$ cat config.mk
export PLATFORM = sky130hd
export DESIGN_NAME = tile_write_format_converter_core
export DESIGN_NICKNAME = d
export VERILOG_FILES = /design/src/rtl/twfc_pkg.sv /design/src/rtl/twfc_front.sv /design/src/rtl/twfc_queue.sv /design/src/rtl/twfc_back.sv /design/src/rtl/tile_write_format_converter_core.sv
export SDC_FILE = /design/constraint.sdc
export NUM_CORES = 2
export LEC_CHECK = 0
export BUFFER_PORTS_ARGS = -buffer_cell sky130_fd_sc_hd__buf_2
export CAP_MARGIN = 20
export CORE_ASPECT_RATIO = 0.7
export CORE_MARGIN = 2
export CORE_UTILIZATION = 30
export DETAILED_ROUTE_END_ITERATION = 16
export PLACE_DENSITY = 0.46
export SYNTH_ARGS = -nofsm -noshare
export SYNTH_HDL_FRONTEND = slang
export SYNTH_SLANG_ARGS = --single-unit
$ cat constraint.sdc
create_clock -name clk -period 13.55 [get_ports clk]
set_clock_uncertainty 0.1 [all_clocks]
set_input_delay 1.355 -clock clk [delete_from_list [all_inputs] [get_ports clk]]
set_output_delay 1.355 -clock clk [all_outputs]
set_load 0.02 [all_outputs]
$ cat src/rtl/twfc_pkg.sv
// Shared types, format codes and constants for the tile write format converter.
`timescale 1ns / 1ps

package twfc_pkg;

  localparam int unsigned MAX_WIDTH_DEF = 4096;
  localparam int unsigned MAX_HEIGHT_DEF = 4096;
  localparam int unsigned MAX_COMP_DEF = 4;

  localparam int unsigned FIELD_W = 13;
  localparam int unsigned FMT_W = 3;
  localparam int unsigned VAL_W = 32;
  localparam int unsigned IDX_W = 26;
  localparam int unsigned QDEPTH = 4;

  localparam logic [FMT_W-1:0] FMT_UNORM8 = 3'd0;
  localparam logic [FMT_W-1:0] FMT_SNORM8 = 3'd1;
  localparam logic [FMT_W-1:0] FMT_HALF = 3'd2;
  localparam logic [FMT_W-1:0] FMT_FLOAT = 3'd3;
  localparam logic [FMT_W-1:0] FMT_INT32 = 3'd4;

  localparam logic [1:0] REG_BUF_WIDTH = 2'd0;
  localparam logic [1:0] REG_BUF_HEIGHT = 2'd1;
  localparam logic [1:0] REG_DEST_FORMAT = 2'd2;
  localparam logic [1:0] REG_DEST_COMPS = 2'd3;

  typedef struct packed {
    logic [FIELD_W-1:0] width;
    logic [FIELD_W-1:0] height;
    logic [2:0]         dcomp;
    logic [FMT_W-1:0]   dfmt;
    logic               active;
  } cfg_t;

  typedef struct packed {
    logic [IDX_W-1:0]   base;
    logic [FIELD_W-1:0] x;
    logic [1:0]         comp;
    logic [FMT_W-1:0]   sfmt;
    logic [VAL_W-1:0]   value;
  } q_entry_t;

endpackage

$ cat src/rtl/twfc_front.sv
// Front end: tile position tracking, clipping and row base address product.
`timescale 1ns / 1ps

module twfc_front #(
  parameter int unsigned MAX_WIDTH = twfc_pkg::MAX_WIDTH_DEF,
  parameter int unsigned MAX_HEIGHT = twfc_pkg::MAX_HEIGHT_DEF,
  parameter int unsigned MAX_COMPONENTS = twfc_pkg::MAX_COMP_DEF
) (
  input  logic                          clk,
  input  logic                          rst_n,
  input  logic                          push,
  output logic                          full,
  input  logic                          in_start_req,
  input  logic [twfc_pkg::FIELD_W-1:0]  in_tile_x0,
  input  logic [twfc_pkg::FIELD_W-1:0]  in_tile_y0,
  input  logic [twfc_pkg::FIELD_W-1:0]  in_tile_width,
  input  logic [twfc_pkg::FIELD_W-1:0]  in_tile_height,
  input  logic [twfc_pkg::FMT_W-1:0]    in_src_format,
  input  logic [2:0]                    in_src_components,
  input  logic [twfc_pkg::VAL_W-1:0]    in_src_value,
  input  twfc_pkg::cfg_t                cfg_i,
  output logic                          q_push_o,
  input  logic                          q_full_i,
  output twfc_pkg::q_entry_t            q_data_o
);
  import twfc_pkg::*;

  localparam int unsigned CW = $clog2(MAX_WIDTH);
  localparam int unsigned RW = $clog2(MAX_HEIGHT);
  localparam int unsigned PW = (MAX_COMPONENTS > 1) ? $clog2(MAX_COMPONENTS) : 1;
  localparam int unsigned CW1 = CW + 1;
  localparam int unsigned RW1 = RW + 1;
  localparam int unsigned PW1 = PW + 1;
  localparam int unsigned XW = ((FIELD_W > CW) ? FIELD_W : CW) + 1;
  localparam int unsigned YW = ((FIELD_W > RW) ? FIELD_W : RW) + 1;

  logic [CW-1:0]  col_r, col_nxt, cx;
  logic [RW-1:0]  row_r, row_nxt, ry;
  logic [PW-1:0]  comp_r, comp_nxt, cc;
  logic [CW1-1:0] tw_sat, col_inc;
  logic [RW1-1:0] th_sat, row_inc;
  logic [PW1-1:0] sc_sat, comp_inc;
  logic           accept;

  logic               s1_v_r;
  logic [XW-1:0]      s1_x_r;
  logic [YW-1:0]      s1_y_r;
  logic [PW-1:0]      s1_c_r;
  logic [FMT_W-1:0]   s1_sf_r;
  logic [VAL_W-1:0]   s1_sv_r;
  logic               keep;
  logic [FIELD_W-1:0] hy;

  always_comb begin
    if (in_tile_width == '0) begin
      tw_sat = CW1'(1);
    end else if (32'(in_tile_width) > MAX_WIDTH) begin
      tw_sat = CW1'(MAX_WIDTH);
    end else begin
      tw_sat = CW1'(in_tile_width);
    end
    if (in_tile_height == '0) begin
      th_sat = RW1'(1);
    end else if (32'(in_tile_height) > MAX_HEIGHT) begin
      th_sat = RW1'(MAX_HEIGHT);
    end else begin
      th_sat = RW1'(in_tile_height);
    end
    if (in_src_components == '0) begin
      sc_sat = PW1'(1);
    end else if (32'(in_src_components) > MAX_COMPONENTS) begin
      sc_sat = PW1'(MAX_COMPONENTS);
    end else begin
      sc_sat = PW1'(in_src_components);
    end
  end

  // A start request restarts the walk at the tile origin for this transaction.
  assign cx = in_start_req ? '0 : col_r;
  assign ry = in_start_req ? '0 : row_r;
  assign cc = in_start_req ? '0 : comp_r;
  assign comp_inc = PW1'(cc) + PW1'(1);
  assign col_inc = CW1'(cx) + CW1'(1);
  assign row_inc = RW1'(ry) + RW1'(1);

  always_comb begin
    comp_nxt = comp_inc[PW-1:0];
    col_nxt = cx;
    row_nxt = ry;
    if (comp_inc >= sc_sat) begin
      comp_nxt = '0;
      col_nxt = col_inc[CW-1:0];
      if (col_inc >= tw_sat) begin
        col_nxt = '0;
        row_nxt = (row_inc >= th_sat) ? '0 : row_inc[RW-1:0];
      end
    end
  end

  assign keep = cfg_i.active && (s1_sf_r <= FMT_INT32) && (s1_x_r < XW'(cfg_i.width))
                && (s1_y_r < YW'(cfg_i.height)) && (3'(s1_c_r) < cfg_i.dcomp);
  assign full = s1_v_r && keep && q_full_i;
  assign accept = push && !full;
  assign q_push_o = s1_v_r && keep && !q_full_i;

  assign hy = cfg_i.height - FIELD_W'(s1_y_r) - FIELD_W'(1);
  always_comb begin
    q_data_o.base = IDX_W'({13'b0, hy} * {13'b0, cfg_i.width});
    q_data_o.x = FIELD_W'(s1_x_r);
    q_data_o.comp = 2'(s1_c_r);
    q_data_o.sfmt = s1_sf_r;
    q_data_o.value = s1_sv_r;
  end

  always_ff @(posedge clk) begin
    if (!rst_n) begin
      col_r <= '0;
      row_r <= '0;
      comp_r <= '0;
      s1_v_r <= 1'b0;
    end else begin
      if (accept) begin
        col_r <= col_nxt;
        row_r <= row_nxt;
        comp_r <= comp_nxt;
      end
      if (!full) begin
        s1_v_r <= accept;
      end
    end
  end

  always_ff @(posedge clk) begin
    if (accept) begin
      s1_x_r <= XW'(in_tile_x0) + XW'(cx);
      s1_y_r <= YW'(in_tile_y0) + YW'(ry);
      s1_c_r <= cc;
      s1_sf_r <= in_src_format;
      s1_sv_r <= in_src_value;
    end
  end

endmodule

$ cat src/rtl/twfc_queue.sv
// Short queue that decouples the front end from the conversion pipeline.
`timescale 1ns / 1ps

module twfc_queue (
  input  logic               clk,
  input  logic               rst_n,
  input  logic               push_i,
  input  twfc_pkg::q_entry_t data_i,
  output logic               full_o,
  input  logic               pop_i,
  output twfc_pkg::q_entry_t data_o,
  output logic               empty_o
);
  import twfc_pkg::*;

  localparam int unsigned AW = $clog2(QDEPTH);
  localparam int unsigned CNTW = $clog2(QDEPTH + 1);

  q_entry_t        mem_r [QDEPTH];
  logic [AW-1:0]   wr_ptr_r, wr_ptr_nxt, rd_ptr_r, rd_ptr_nxt;
  logic [CNTW-1:0] count_r, count_nxt;

  assign full_o = (count_r == CNTW'(QDEPTH));
  assign empty_o = (count_r == '0);
  assign data_o = mem_r[rd_ptr_r];

  assign wr_ptr_nxt = (wr_ptr_r == AW'(QDEPTH - 1)) ? '0 : wr_ptr_r + AW'(1);
  assign rd_ptr_nxt = (rd_ptr_r == AW'(QDEPTH - 1)) ? '0 : rd_ptr_r + AW'(1);

  always_comb begin
    count_nxt = count_r;
    if (push_i && !pop_i) begin
      count_nxt = count_r + CNTW'(1);
    end else if (pop_i && !push_i) begin
      count_nxt = count_r - CNTW'(1);
    end
  end

  always_ff @(posedge clk) begin
    if (!rst_n) begin
      wr_ptr_r <= '0;
      rd_ptr_r <= '0;
      count_r <= '0;
    end else begin
      if (push_i) begin
        wr_ptr_r <= wr_ptr_nxt;
      end
      if (pop_i) begin
        rd_ptr_r <= rd_ptr_nxt;
      end
      count_r <= count_nxt;
    end
  end

  always_ff @(posedge clk) begin
    if (push_i) begin
      mem_r[wr_ptr_r] <= data_i;
    end
  end

`ifndef SYNTHESIS
  a_count_bound: assert property (@(posedge clk) disable iff (!rst_n)
    count_r <= CNTW'(QDEPTH)) else $error("queue count exceeds depth");
  a_no_push_full: assert property (@(posedge clk) disable iff (!rst_n)
    push_i |-> !full_o) else $error("push into a full queue");
  a_no_pop_empty: assert property (@(posedge clk) disable iff (!rst_n)
    pop_i |-> !empty_o) else $error("pop from an empty queue");
  a_count_step: assert property (@(posedge clk) disable iff (!rst_n)
    (push_i && !pop_i) |=> count_r == $past(count_r) + CNTW'(1))
    else $error("queue count did not follow a push");
`endif

endmodule

$ cat src/rtl/twfc_back.sv
// Back end: element index and four-stage format conversion pipeline.
`timescale 1ns / 1ps

module twfc_back (
  input  logic                        clk,
  input  logic                        rst_n,
  input  twfc_pkg::cfg_t              cfg_i,
  input  twfc_pkg::q_entry_t          q_data_i,
  input  logic                        q_empty_i,
  output logic                        q_pop_o,
  output logic                        empty,
  input  logic                        pop,
  output logic [twfc_pkg::IDX_W-1:0]  out_write_index,
  output logic [twfc_pkg::VAL_W-1:0]  out_write_value
);
  import twfc_pkg::*;

  function automatic logic [31:0] half_to_float(input logic [15:0] h);
    logic [3:0]  p;
    logic [10:0] t;
    logic [31:0] r;
    p = '0;
    t = '0;
    if (h[14:10] == 5'd0) begin
      if (h[9:0] == '0) begin
        r = {h[15], 31'b0};
      end else begin
        for (int i = 0; i < 10; i++) begin
          if (h[i]) p = 4'(i);
        end
        t = {1'b0, h[9:0]} << (4'd10 - p);
        r = {h[15], 8'(p) + 8'd103, t[9:0], 13'b0};
      end
    end else if (h[14:10] == 5'h1f) begin
      r = {h[15], 8'hff, h[9:0], 13'b0};
    end else begin
      r = {h[15], 8'(h[14:10]) + 8'd112, h[9:0], 13'b0};
    end
    return r;
  endfunction

  function automatic logic [15:0] float_to_half(input logic [31:0] u);
    logic [7:0]  e;
    logic [22:0] m;
    logic [14:0] h15;
    logic [12:0] rem;
    logic [7:0]  sh;
    logic [24:0] mm, hh, rr, hv;
    logic [15:0] r;
    e = u[30:23];
    m = u[22:0];
    h15 = '0;
    rem = '0;
    sh = '0;
    mm = '0;
    hh = '0;
    rr = '0;
    hv = '0;
    if (e == 8'hff) begin
      if (m == '0) begin
        r = {u[31], 5'h1f, 10'h0};
      end else begin
        r = {u[31], 5'h1f, m[22:13] | {9'b0, (m[22:13] == '0)}};
      end
    end else if (e == 8'd0) begin
      r = {u[31], 15'b0};
    end else if (e > 8'd142) begin
      r = {u[31], 5'h1f, 10'h0};
    end else if (e >= 8'd113) begin
      h15 = {5'(e - 8'd112), m[22:13]};
      rem = m[12:0];
      if (rem > 13'h1000 || (rem == 13'h1000 && h15[0])) begin
        h15 = h15 + 15'd1;
      end
      r = {u[31], h15};
    end else begin
      sh = 8'd126 - e;
      if (sh > 8'd24) begin
        r = {u[31], 15'b0};
      end else begin
        // Subnormal half: shift in the hidden bit and round to nearest even.
        mm = {2'b01, m};
        hh = mm >> sh;
        rr = mm & ((25'd1 << sh) - 25'd1);
        hv = 25'd1 << (sh - 8'd1);
        if (rr > hv || (rr == hv && hh[0])) begin
          hh = hh + 25'd1;
        end
        r = {u[31], hh[14:0]};
      end
    end
    return r;
  endfunction

  function automatic logic [32:0] round_to_24(input logic [31:0] p);
    logic        up;
    logic [32:0] q;
    if (p[31]) begin
      up = p[7] && ((p[6:0] != '0) || p[8]);
      q = {8'b0, {1'b0, p[31:8]} + 25'(up)} << 8;
    end else if (p[30]) begin
      up = p[6] && ((p[5:0] != '0) || p[7]);
      q = {8'b0, {1'b0, p[30:7]} + 25'(up)} << 7;
    end else begin
      up = p[5] && ((p[4:0] != '0) || p[6]);
      q = {8'b0, {1'b0, p[29:6]} + 25'(up)} << 6;
    end
    return q;
  endfunction

  logic r1, r2, r3, r4;

  // Stage 1: index, raw word, integer magnitude and leading zeros.
  logic               v1_r;
  logic [IDX_W-1:0]   idx1_r;
  logic [VAL_W-1:0]   w1_r;
  logic [FMT_W-1:0]   sf1_r;
  logic               isint1_r, neg1_r;
  logic [31:0]        abs1_r, fb1_r;
  logic [4:0]         lz1_r;
  logic [IDX_W-1:0]   t1, idx1;
  logic [VAL_W-1:0]   w1, iv1, abs1;
  logic [4:0]         lz1;
  logic               isint1;

  // Stage 2: every source as a single-precision pattern.
  logic               v2_r;
  logic [IDX_W-1:0]   idx2_r;
  logic [VAL_W-1:0]   w2_r;
  logic [FMT_W-1:0]   sf2_r;
  logic [31:0]        f2_r;
  logic [31:0]        n2, f2;
  logic [24:0]        m25;
  logic [7:0]         ex2;
  logic               up2;

  // Stage 3: scale product, half and int32 results.
  logic               v3_r;
  logic [IDX_W-1:0]   idx3_r;
  logic [VAL_W-1:0]   w3_r;
  logic [FMT_W-1:0]   sf3_r;
  logic [31:0]        f3_r, prod3_r, i32_3_r;
  logic [15:0]        half3_r;
  logic [31:0]        i32_3;
  logic [30:0]        mag3;
  logic [7:0]         e3c;
  logic               nan3c;

  // Stage 4: 8-bit normalized results and final selection.
  logic               v4_r;
  logic [IDX_W-1:0]   idx4_r;
  logic [VAL_W-1:0]   val4_r;
  logic [32:0]        q4;
  logic [7:0]         e4, sh4, u8, s8, mag8;
  logic [10:0]        tr4;
  logic               nan4;
  logic [VAL_W-1:0]   val4;

  assign r4 = !v4_r || pop;
  assign r3 = !v3_r || r4;
  assign r2 = !v2_r || r3;
  assign r1 = !v1_r || r2;
  assign q_pop_o = !q_empty_i && r1;

  always_comb begin
    t1 = q_data_i.base + IDX_W'(q_data_i.x);
    unique case (cfg_i.dcomp)
      3'd2: idx1 = t1 << 1;
      3'd3: idx1 = t1 + (t1 << 1);
      3'd4: idx1 = t1 << 2;
      default: idx1 = t1;
    endcase
    idx1 = idx1 + IDX_W'(q_data_i.comp);

    unique case (q_data_i.sfmt)
      FMT_UNORM8: begin
        w1 = {24'b0, q_data_i.value[7:0]};
        iv1 = w1;
        isint1 = 1'b1;
      end
      FMT_SNORM8: begin
        w1 = {24'b0, q_data_i.value[7:0]};
        iv1 = {{24{q_data_i.value[7]}}, q_data_i.value[7:0]};
        isint1 = 1'b1;
      end
      FMT_HALF: begin
        w1 = {16'b0, q_data_i.value[15:0]};
        iv1 = '0;
        isint1 = 1'b0;
      end
      FMT_FLOAT: begin
        w1 = q_data_i.value;
        iv1 = '0;
        isint1 = 1'b0;
      end
      default: begin
        w1 = q_data_i.value;
        iv1 = q_data_i.value;
        isint1 = 1'b1;
      end
    endcase
    abs1 = iv1[31] ? (32'd0 - iv1) : iv1;
    lz1 = '0;
    for (int i = 0; i < 32; i++) begin
      if (abs1[i]) lz1 = 5'(31 - i);
    end
  end

  always_comb begin
    n2 = abs1_r << lz1_r;
    up2 = n2[7] && ((n2[6:0] != '0) || n2[8]);
    m25 = {1'b0, n2[31:8]} + 25'(up2);
    ex2 = 8'd158 - 8'(lz1_r);
    if (m25[24]) begin
      ex2 = ex2 + 8'd1;
    end
    if (!isint1_r) begin
      f2 = fb1_r;
    end else if (abs1_r == '0) begin
      f2 = '0;
    end else begin
      f2 = {neg1_r, ex2, m25[24] ? 23'b0 : m25[22:0]};
    end
  end

  always_comb begin
    e3c = f2_r[30:23];
    nan3c = (e3c == 8'hff) && (f2_r[22:0] != '0);
    mag3 = '0;
    if (nan3c) begin
      i32_3 = '0;
    end else if (e3c >= 8'd158) begin
      i32_3 = f2_r[31] ? 32'h8000_0000 : 32'h7fff_ffff;
    end else if (e3c < 8'd127) begin
      i32_3 = '0;
    end else begin
      if (e3c <= 8'd150) begin
        mag3 = 31'({1'b1, f2_r[22:0]} >> (8'd150 - e3c));
      end else begin
        mag3 = 31'({1'b1, f2_r[22:0]}) << (e3c - 8'd150);
      end
      i32_3 = f2_r[31] ? (32'd0 - {1'b0, mag3}) : {1'b0, mag3};
    end
  end

  always_comb begin
    e4 = f3_r[30:23];
    nan4 = (e4 == 8'hff) && (f3_r[22:0] != '0);
    q4 = round_to_24(prod3_r);
    sh4 = 8'd150 - e4;
    tr4 = (sh4 > 8'd32) ? '0 : 11'(q4 >> sh4);

    if (nan4 || f3_r[31] || e4 == 8'd0) begin
      u8 = '0;
    end else if (e4 >= 8'd128 || tr4 >= 11'd255) begin
      u8 = 8'd255;
    end else begin
      u8 = tr4[7:0];
    end

    if (e4 >= 8'd128 || tr4 >= 11'd127) begin
      mag8 = 8'd127;
    end else begin
      mag8 = tr4[7:0];
    end
    if (nan4 || e4 == 8'd0) begin
      s8 = '0;
    end else begin
      s8 = f3_r[31] ? (8'd0 - mag8) : mag8;
    end

    if (sf3_r == cfg_i.dfmt) begin
      val4 = w3_r;
    end else begin
      unique case (cfg_i.dfmt)
        FMT_UNORM8: begin
          val4 = (sf3_r == FMT_SNORM8 || sf3_r == FMT_INT32) ? {24'b0, w3_r[7:0]}
                                                            : {24'b0, u8};
        end
        FMT_SNORM8: begin
          val4 = (sf3_r == FMT_UNORM8 || sf3_r == FMT_INT32) ? {24'b0, w3_r[7:0]}
                                                            : {24'b0, s8};
        end
        FMT_HALF:  val4 = {16'b0, half3_r};
        FMT_FLOAT: val4 = f3_r;
        default: begin
          if (sf3_r == FMT_UNORM8) begin
            val4 = {24'b0, w3_r[7:0]};
          end else if (sf3_r == FMT_SNORM8) begin
            val4 = {{24{w3_r[7]}}, w3_r[7:0]};
          end else begin
            val4 = i32_3_r;
          end
        end
      endcase
    end
  end

  always_ff @(posedge clk) begin
    if (!rst_n) begin
      v1_r <= 1'b0;
      v2_r <= 1'b0;
      v3_r <= 1'b0;
      v4_r <= 1'b0;
    end else begin
      if (r1) v1_r <= !q_empty_i;
      if (r2) v2_r <= v1_r;
      if (r3) v3_r <= v2_r;
      if (r4) v4_r <= v3_r;
    end
  end

  always_ff @(posedge clk) begin
    if (q_pop_o) begin
      idx1_r <= idx1;
      w1_r <= w1;
      sf1_r <= q_data_i.sfmt;
      isint1_r <= isint1;
      neg1_r <= iv1[31];
      abs1_r <= abs1;
      lz1_r <= lz1;
      fb1_r <= (q_data_i.sfmt == FMT_HALF) ? half_to_float(w1[15:0]) : w1;
    end
    if (r2 && v1_r) begin
      idx2_r <= idx1_r;
      w2_r <= w1_r;
      sf2_r <= sf1_r;
      f2_r <= f2;
    end
    if (r3 && v2_r) begin
      idx3_r <= idx2_r;
      w3_r <= w2_r;
      sf3_r <= sf2_r;
      f3_r <= f2_r;
      prod3_r <= {8'b0, (f2_r[30:23] != 8'd0), f2_r[22:0]}
                 * ((cfg_i.dfmt == FMT_UNORM8) ? 32'd255 : 32'd127);
      half3_r <= float_to_half(f2_r);
      i32_3_r <= i32_3;
    end
    if (r4 && v3_r) begin
      idx4_r <= idx3_r;
      val4_r <= val4;
    end
  end

  assign empty = !v4_r;
  assign out_write_index = idx4_r;
  assign out_write_value = val4_r;

endmodule

$ cat src/rtl/tile_write_format_converter_core.sv
// Path: front-end register, queue, then the four conversion stages to the result ports.
// Throughput: one component per cycle while pop keeps up; else the pipeline and queue fill
// and raise full; dropped components leave the front end without entering the queue.
// Reset: synchronous, active low; clears tile position, pipeline and queue, and sets
// buffer size and destination format to zero and destination components to one.
`timescale 1ns / 1ps

module tile_write_format_converter_core #(
  parameter int unsigned MAX_WIDTH = twfc_pkg::MAX_WIDTH_DEF,
  parameter int unsigned MAX_HEIGHT = twfc_pkg::MAX_HEIGHT_DEF,
  parameter int unsigned MAX_COMPONENTS = twfc_pkg::MAX_COMP_DEF
) (
  input  logic                          clk,
  input  logic                          rst_n,
  input  logic                          push,
  output logic                          full,
  input  logic                          in_start_req,
  input  logic [twfc_pkg::FIELD_W-1:0]  in_tile_x0,
  input  logic [twfc_pkg::FIELD_W-1:0]  in_tile_y0,
  input  logic [twfc_pkg::FIELD_W-1:0]  in_tile_width,
  input  logic [twfc_pkg::FIELD_W-1:0]  in_tile_height,
  input  logic [twfc_pkg::FMT_W-1:0]    in_src_format,
  input  logic [2:0]                    in_src_components,
  input  logic [twfc_pkg::VAL_W-1:0]    in_src_value,
  output logic                          empty,
  input  logic                          pop,
  output logic [twfc_pkg::IDX_W-1:0]    out_write_index,
  output logic [twfc_pkg::VAL_W-1:0]    out_write_value,
  input  logic                          cfg_valid,
  output logic                          cfg_ready,
  input  logic [1:0]                    cfg_index,
  input  logic [twfc_pkg::FIELD_W-1:0]  cfg_data
);
  import twfc_pkg::*;

  logic [FIELD_W-1:0] buf_w_r, buf_h_r;
  logic [FMT_W-1:0]   dfmt_r;
  logic [2:0]         dcomp_r;
  cfg_t               cfg;
  logic               q_push, q_full, q_pop, q_empty;
  q_entry_t           q_wdata, q_rdata;

  assign cfg_ready = 1'b1;

  always_ff @(posedge clk) begin
    if (!rst_n) begin
      buf_w_r <= '0;
      buf_h_r <= '0;
      dfmt_r <= FMT_UNORM8;
      dcomp_r <= 3'd1;
    end else if (cfg_valid) begin
      unique case (cfg_index)
        REG_BUF_WIDTH:   buf_w_r <= cfg_data;
        REG_BUF_HEIGHT:  buf_h_r <= cfg_data;
        REG_DEST_FORMAT: dfmt_r <= cfg_data[FMT_W-1:0];
        REG_DEST_COMPS:  dcomp_r <= cfg_data[2:0];
      endcase
    end
  end

  // Register values above the supported maxima saturate.
  always_comb begin
    cfg.width = (32'(buf_w_r) > MAX_WIDTH) ? FIELD_W'(MAX_WIDTH) : buf_w_r;
    cfg.height = (32'(buf_h_r) > MAX_HEIGHT) ? FIELD_W'(MAX_HEIGHT) : buf_h_r;
    cfg.dcomp = (32'(dcomp_r) > MAX_COMPONENTS) ? 3'(MAX_COMPONENTS) : dcomp_r;
    cfg.dfmt = dfmt_r;
    cfg.active = (buf_w_r != '0) && (buf_h_r != '0) && (dfmt_r <= FMT_INT32);
  end

  twfc_front #(
    .MAX_WIDTH(MAX_WIDTH),
    .MAX_HEIGHT(MAX_HEIGHT),
    .MAX_COMPONENTS(MAX_COMPONENTS)
  ) u_front (
    .clk(clk),
    .rst_n(rst_n),
    .push(push),
    .full(full),
    .in_start_req(in_start_req),
    .in_tile_x0(in_tile_x0),
    .in_tile_y0(in_tile_y0),
    .in_tile_width(in_tile_width),
    .in_tile_height(in_tile_height),
    .in_src_format(in_src_format),
    .in_src_components(in_src_components),
    .in_src_value(in_src_value),
    .cfg_i(cfg),
    .q_push_o(q_push),
    .q_full_i(q_full),
    .q_data_o(q_wdata)
  );

  twfc_queue u_queue (
    .clk(clk),
    .rst_n(rst_n),
    .push_i(q_push),
    .data_i(q_wdata),
    .full_o(q_full),
    .pop_i(q_pop),
    .data_o(q_rdata),
    .empty_o(q_empty)
  );

  twfc_back u_back (
    .clk(clk),
    .rst_n(rst_n),
    .cfg_i(cfg),
    .q_data_i(q_rdata),
    .q_empty_i(q_empty),
    .q_pop_o(q_pop),
    .empty(empty),
    .pop(pop),
    .out_write_index(out_write_index),
    .out_write_value(out_write_value)
  );

endmodule
Word level (Yosys, flattened, before mapping) --
Memory sizes are Yosys's and may differ from the RTL's. A register that Yosys moved wholly into a read port is not among the register bits. Index checks and enable logic that the tools add are counted.
Word-level totals: register bits after elaboration 591, memory bits (writable) 304, bits of input ports 111, output and inout bits 61, word-level logic and storage cells 340, memories kept 1
Memory list:
- u_queue.mem_r | words 4, bits a word 76, rd ports 1, clocked after memory_dff 1, wr ports 1, line twfc_queue.sv:19 | q_entry_t mem_r [QDEPTH];
Operators by class: add/sub/neg operators 35, $mul 2, magnitude comparators 26, eq/ne operators 23, shifts and indexed selects 8, mux-type cells 113, bitwise gates (word level) 2, reduce and logical (&&, ||, !) cells 85
Operators by type and width (number):
- $mux 32 | 12
- $mux 31 | 7
- $pmux 32 s4 | 1
- $mux 15 | 7
- $add 24x1->25 | 4
- $pmux 32 s3 | 1
- $mux 12 | 7
- $mux 5 | 16
- $mux 13 | 6
- $pmux 26 s3 | 1
- $mux 8 | 9
- $gt 13x13->1 const B | 5
- $pmux 32 s2 | 1
- $mux 4 | 13
- $shl 1x8->25 const A | 2
- $reduce_bool 23->1 | 2
- $mux 3 | 13
- $mux 33 | 1
- $shr 33x8->11 | 1
- $logic_not 32->1 | 1
- $mul 24x32->32 | 1
- $shl 32x5->32 | 1
- $sub 1x31->32 const A | 1
- $sub 1x32->32 const A | 1
- 83 further kinds | 180

Longest topological paths before layout --
depth in word-level cells 36, depth in mapped cells 36, mapped depth without buffers 36

Cells and area by module --
From an unflattened synthesis, not the netlist that was laid out.
Second synthesis, totals: cell total of the unflattened synthesis 6003, area total of the unflattened synthesis 64262.9 µm²
Modules (own cells, without submodules):
- twfc_back | instances 1, cells each 3989, area an instance 38777.2 µm², seq. area each 13713.2 µm²
- twfc_front | instances 1, cells each 1393, area an instance 12537.0 µm², seq. area each 2492.4 µm²
- twfc_queue | instances 1, cells each 441, area an instance 11468.5 µm², seq. area each 9308.9 µm²
- tile_write_format_converter_core | instances 1, cells each 180, area an instance 1480.2 µm², seq. area each 640.6 µm²

Worst setup path before layout --
No wires, ideal clock.
path type input port to flip-flop, start input port pop, end register u_back.f3_r[10] (enable), library setup time 0.963 ns, arrival 13.764 ns, data required time 12.487 ns, slack -1.278 ns, stages 2, path buffers 0, cells stage by stage nor2_1 a21boi_0
Between the ends: cells in the longest elaborated chain, start to end 3
Ends and longest elaborated chain:
- start: declaration | line tile_write_format_converter_core.sv:26 | input logic pop,
- $logic_or 1x1->1 | line twfc_back.sv:159 | assign r4 = !v4_r || pop;
- $logic_or 1x1->1 | line twfc_back.sv:160 | assign r3 = !v3_r || r4;
- $logic_and 1x1->1 | line twfc_back.sv:330 | if (r3 && v2_r) begin
- end signal: assignment | line twfc_back.sv:334 | f3_r <= f2_r;
- end: declaration | line twfc_back.sv:142 | logic [31:0] f3_r, prod3_r, i32_3_r;
No other way between the ends. A chain may end at the register's enable or synchronous reset.

==> flow_summary.json <==
{
  "critPathSlowestCell": "xor2_1",
  "vias_per_cell": 5.37,
  "wl_per_cell_um": 23.5,
  "drc": 0,
  "num_rows": 141,
  "clock-sinks": 895,
  "maxCapViolCount": 0,
  "start_util": 0.301,
  "endpoint_kind": "flip-flop",
  "min_path_type": "flip-flop to flip-flop",
  "grt_pass1_wl_um": 313000,
  "ctsHoldBuffers": 0,
  "first_global_vias": 46761,
  "post_cts_resized": 0,
  "multi_input_area_um2": 34200,
  "setup_viol": 0,
  "clock_tree.root_cell": "clkbuf_16",
  "syn2layout_area_growth_pct": 11.2,
  "drive_gt1_frac": 0.114,
  "crit_family": "compound AO/OA/AOI/OAI gates",
  "grt.overflow.total": 0,
  "ios": 172,
  "synth_area_per_cell_um2": 10.6,
  "crit_cells": 35,
  "slowest_delay_ns": 0.66,
  "ys_ff_latch": 895,
  "cts_buffers": 93,
  "cp_common_cell": "a21oi_1",
  "worst-path-buf-inv": 6,
  "tightest_slew_ns": 1.29,
  "antenna_left": 0,
  "gp_congestion": 0.910,
  "initialDrtViolationCount": 5115,
  "netlist_instances": 5972,
  "syn_area_um2": 63300,
  "insertion_delay_ns": 0.76,
  "coreArea_um2": 210000,
  "dieArea_um2": 215000,
  "holdPathStages": 0,
  "rsz0062_at_grt": "no",
  "grt_max_degree": 141,
  "fillers": 21350,
  "ff_latch_area_um2": 26200,
  "wirelength_um": 210000,
  "synth_edf_count": 823,
  "num_vias": 48029,
  "grt_usage": 0.192,
  "clock_path_buffers": 3,
  "period_share": 0.717,
  "async_flop_share": 0,
  "dp_hpwl_um": 159000,
  "drv_slew": 0,
  "status": "completed",
  "hold_viol_final": 0,
  "reg2reg_depth": 35,
  "yosysWarningCount": 0,
  "dr.pass1.iters": 6,
  "fin_hold_ws_ns": 0.315,
  "cp_max_fo": 12,
  "postCtsSetupRepairBufs": 0,
  "crit_required_ns": 13.99,
  "clkTransAtPathRegs_ns": 0.07,
  "synth_nets": 6675,
  "tritoncts": "yes",
  "finalNetCount": 6774,
  "setup_tns_ns": 0,
  "crit_arrival_ns": 10.16,
  "htree_levels": 3,
  "antenna_found_initial": 18,
  "pre_cts_ws_ns": 4.03,
  "ys_types": 121,
  "min_period_ns": 9.72,
  "crit_path_start_kind": "flip-flop",
  "fmax_ghz": 0.103,
  "synthFlopType": "edfxtp_1",
  "die-height_um": 388,
  "io_buffer_count": 170,
  "setup_slack_ns": 3.83,
  "die_x_um": 553,
  "ys_seq_area_frac": 0.413,
  "relSlewSlack": 0.127,
  "critical_path_class": "flip-flop to flip-flop"
}
cell usage after synthesis (all sizes together) (37+ instances only):
| cell | number | share of area |
|---|---|---|
| clkbuf | 187 | 0.011 |
| nand4 | 66 | 0.0068 |
| a22oi | 39 | 0.0046 |
| nand2b | 52 | 0.0051 |
| edfxtp | 823 | 0.39 |
| o21ai | 259 | 0.020 |
| o21a | 56 | 0.0066 |
| xnor2 | 187 | 0.026 |
| o221ai | 38 | 0.0053 |
| a31oi | 57 | 0.0056 |
| nor4 | 64 | 0.0071 |
| buf | 89 | 0.0092 |
| nor3 | 130 | 0.011 |
| nand2 | 542 | 0.032 |
| mux4 | 146 | 0.052 |
| a21o | 64 | 0.0076 |
| mux2i | 106 | 0.017 |
| o31ai | 37 | 0.0045 |
| and2 | 58 | 0.0057 |
| nor2 | 545 | 0.032 |
| inv | 468 | 0.028 |
| a211oi | 53 | 0.0066 |
| ha | 332 | 0.066 |
| dfxtp | 72 | 0.023 |
| nor2b | 71 | 0.0070 |
| and3 | 69 | 0.0068 |
| xor2 | 100 | 0.014 |
| mux2 | 45 | 0.0081 |
| o22ai | 59 | 0.0058 |
| fa | 260 | 0.082 |
| nand3 | 132 | 0.010 |
| a21oi | 332 | 0.026 |
cells in the final DEF (no fill, tap or decap), drive strengths merged, types with 146 or more instances in the layout:
cell	synthesis	final
nor2	545	545
mux4	146	146
xnor2	187	187
a21oi	332	332
o21ai	259	259
buf	89	279
fa	260	260
ha	332	332
nand2	542	542
edfxtp	823	823
inv	468	473
final cells by class:
cell class	count	share of cell area
clock inverters	63	0.00917
well taps	2788	0.0495
multi-input cells	4324	0.486
inverters	477	0.0254
repair buffers	280	0.0241
clock buffers	111	0.0340
diodes	7	0.000249
flip-flops and latches	895	0.372
sequential cells by signal, summed over array words and instances (netlist names), 31 cells and up, named ones only:
| signal | cells |
|---|---|
| u_back.w3_r | 32 |
| u_back.w1_r | 32 |
| u_back.i32_3_r | 32 |
| u_back.prod3_r | 32 |
| u_back.out_write_value | 32 |
| u_front.s1_sv_r | 32 |
| u_back.abs1_r | 32 |
| u_back.fb1_r | 32 |
| u_queue.mem_r | 304 |
| u_back.w2_r | 32 |
| u_back.f3_r | 31 |
| u_back.f2_r | 32 |
stage by stage:
step | utilization | area (um2) | cells
5_1_grt | 0.334 | 70400 | 8939
3_3_place_gp | 0.320 | 67300 | 8763
2_1_floorplan | - | 63300 | 5972
6_report | 0.335 | 70400 | 8945
4_1_cts | 0.334 | 70400 | 8937
3_5_place_dp | 0.320 | 67300 | 8763
logic make-up after synthesis:
group           Yosys count  share of synthesized area
mux                     297                     0.0770
simple gates           1885                      0.143
buf+inv                 753                     0.0486
compound gates         1262                      0.131
other cells               1                  0.0000592
fa+ha+maj               592                      0.148
xor+xnor                287                     0.0399
flops                   895                      0.413
final timing paths:
| path | startpoint | to | slack, ns |
|---|---|---|---|
| worst min register to register | u_back.w1_r[2] | u_back.w2_r[2] | 0.32 |
| worst min-delay path | u_back.w1_r[2] | u_back.w2_r[2] | 0.32 |
| worst max-delay path | buf_h_r[12] | u_queue.mem_r[2][75] | 3.83 |
| worst max register to register | buf_h_r[12] | u_queue.mem_r[2][75] | 3.83 |
metal layers:
| metal | track usage | routed length, um |
|---|---|---|
| met1 | 0.300 | 105000 |
| met2 | 0.261 | 83000 |
| met3 | 0.0511 | 18800 |
| met4 | 0.0364 | 3640 |
| met5 | 0 | 23 |
Power is not shown: default switching activity piles up to over one toggle a cycle in this logic, so the estimate is an artifact.
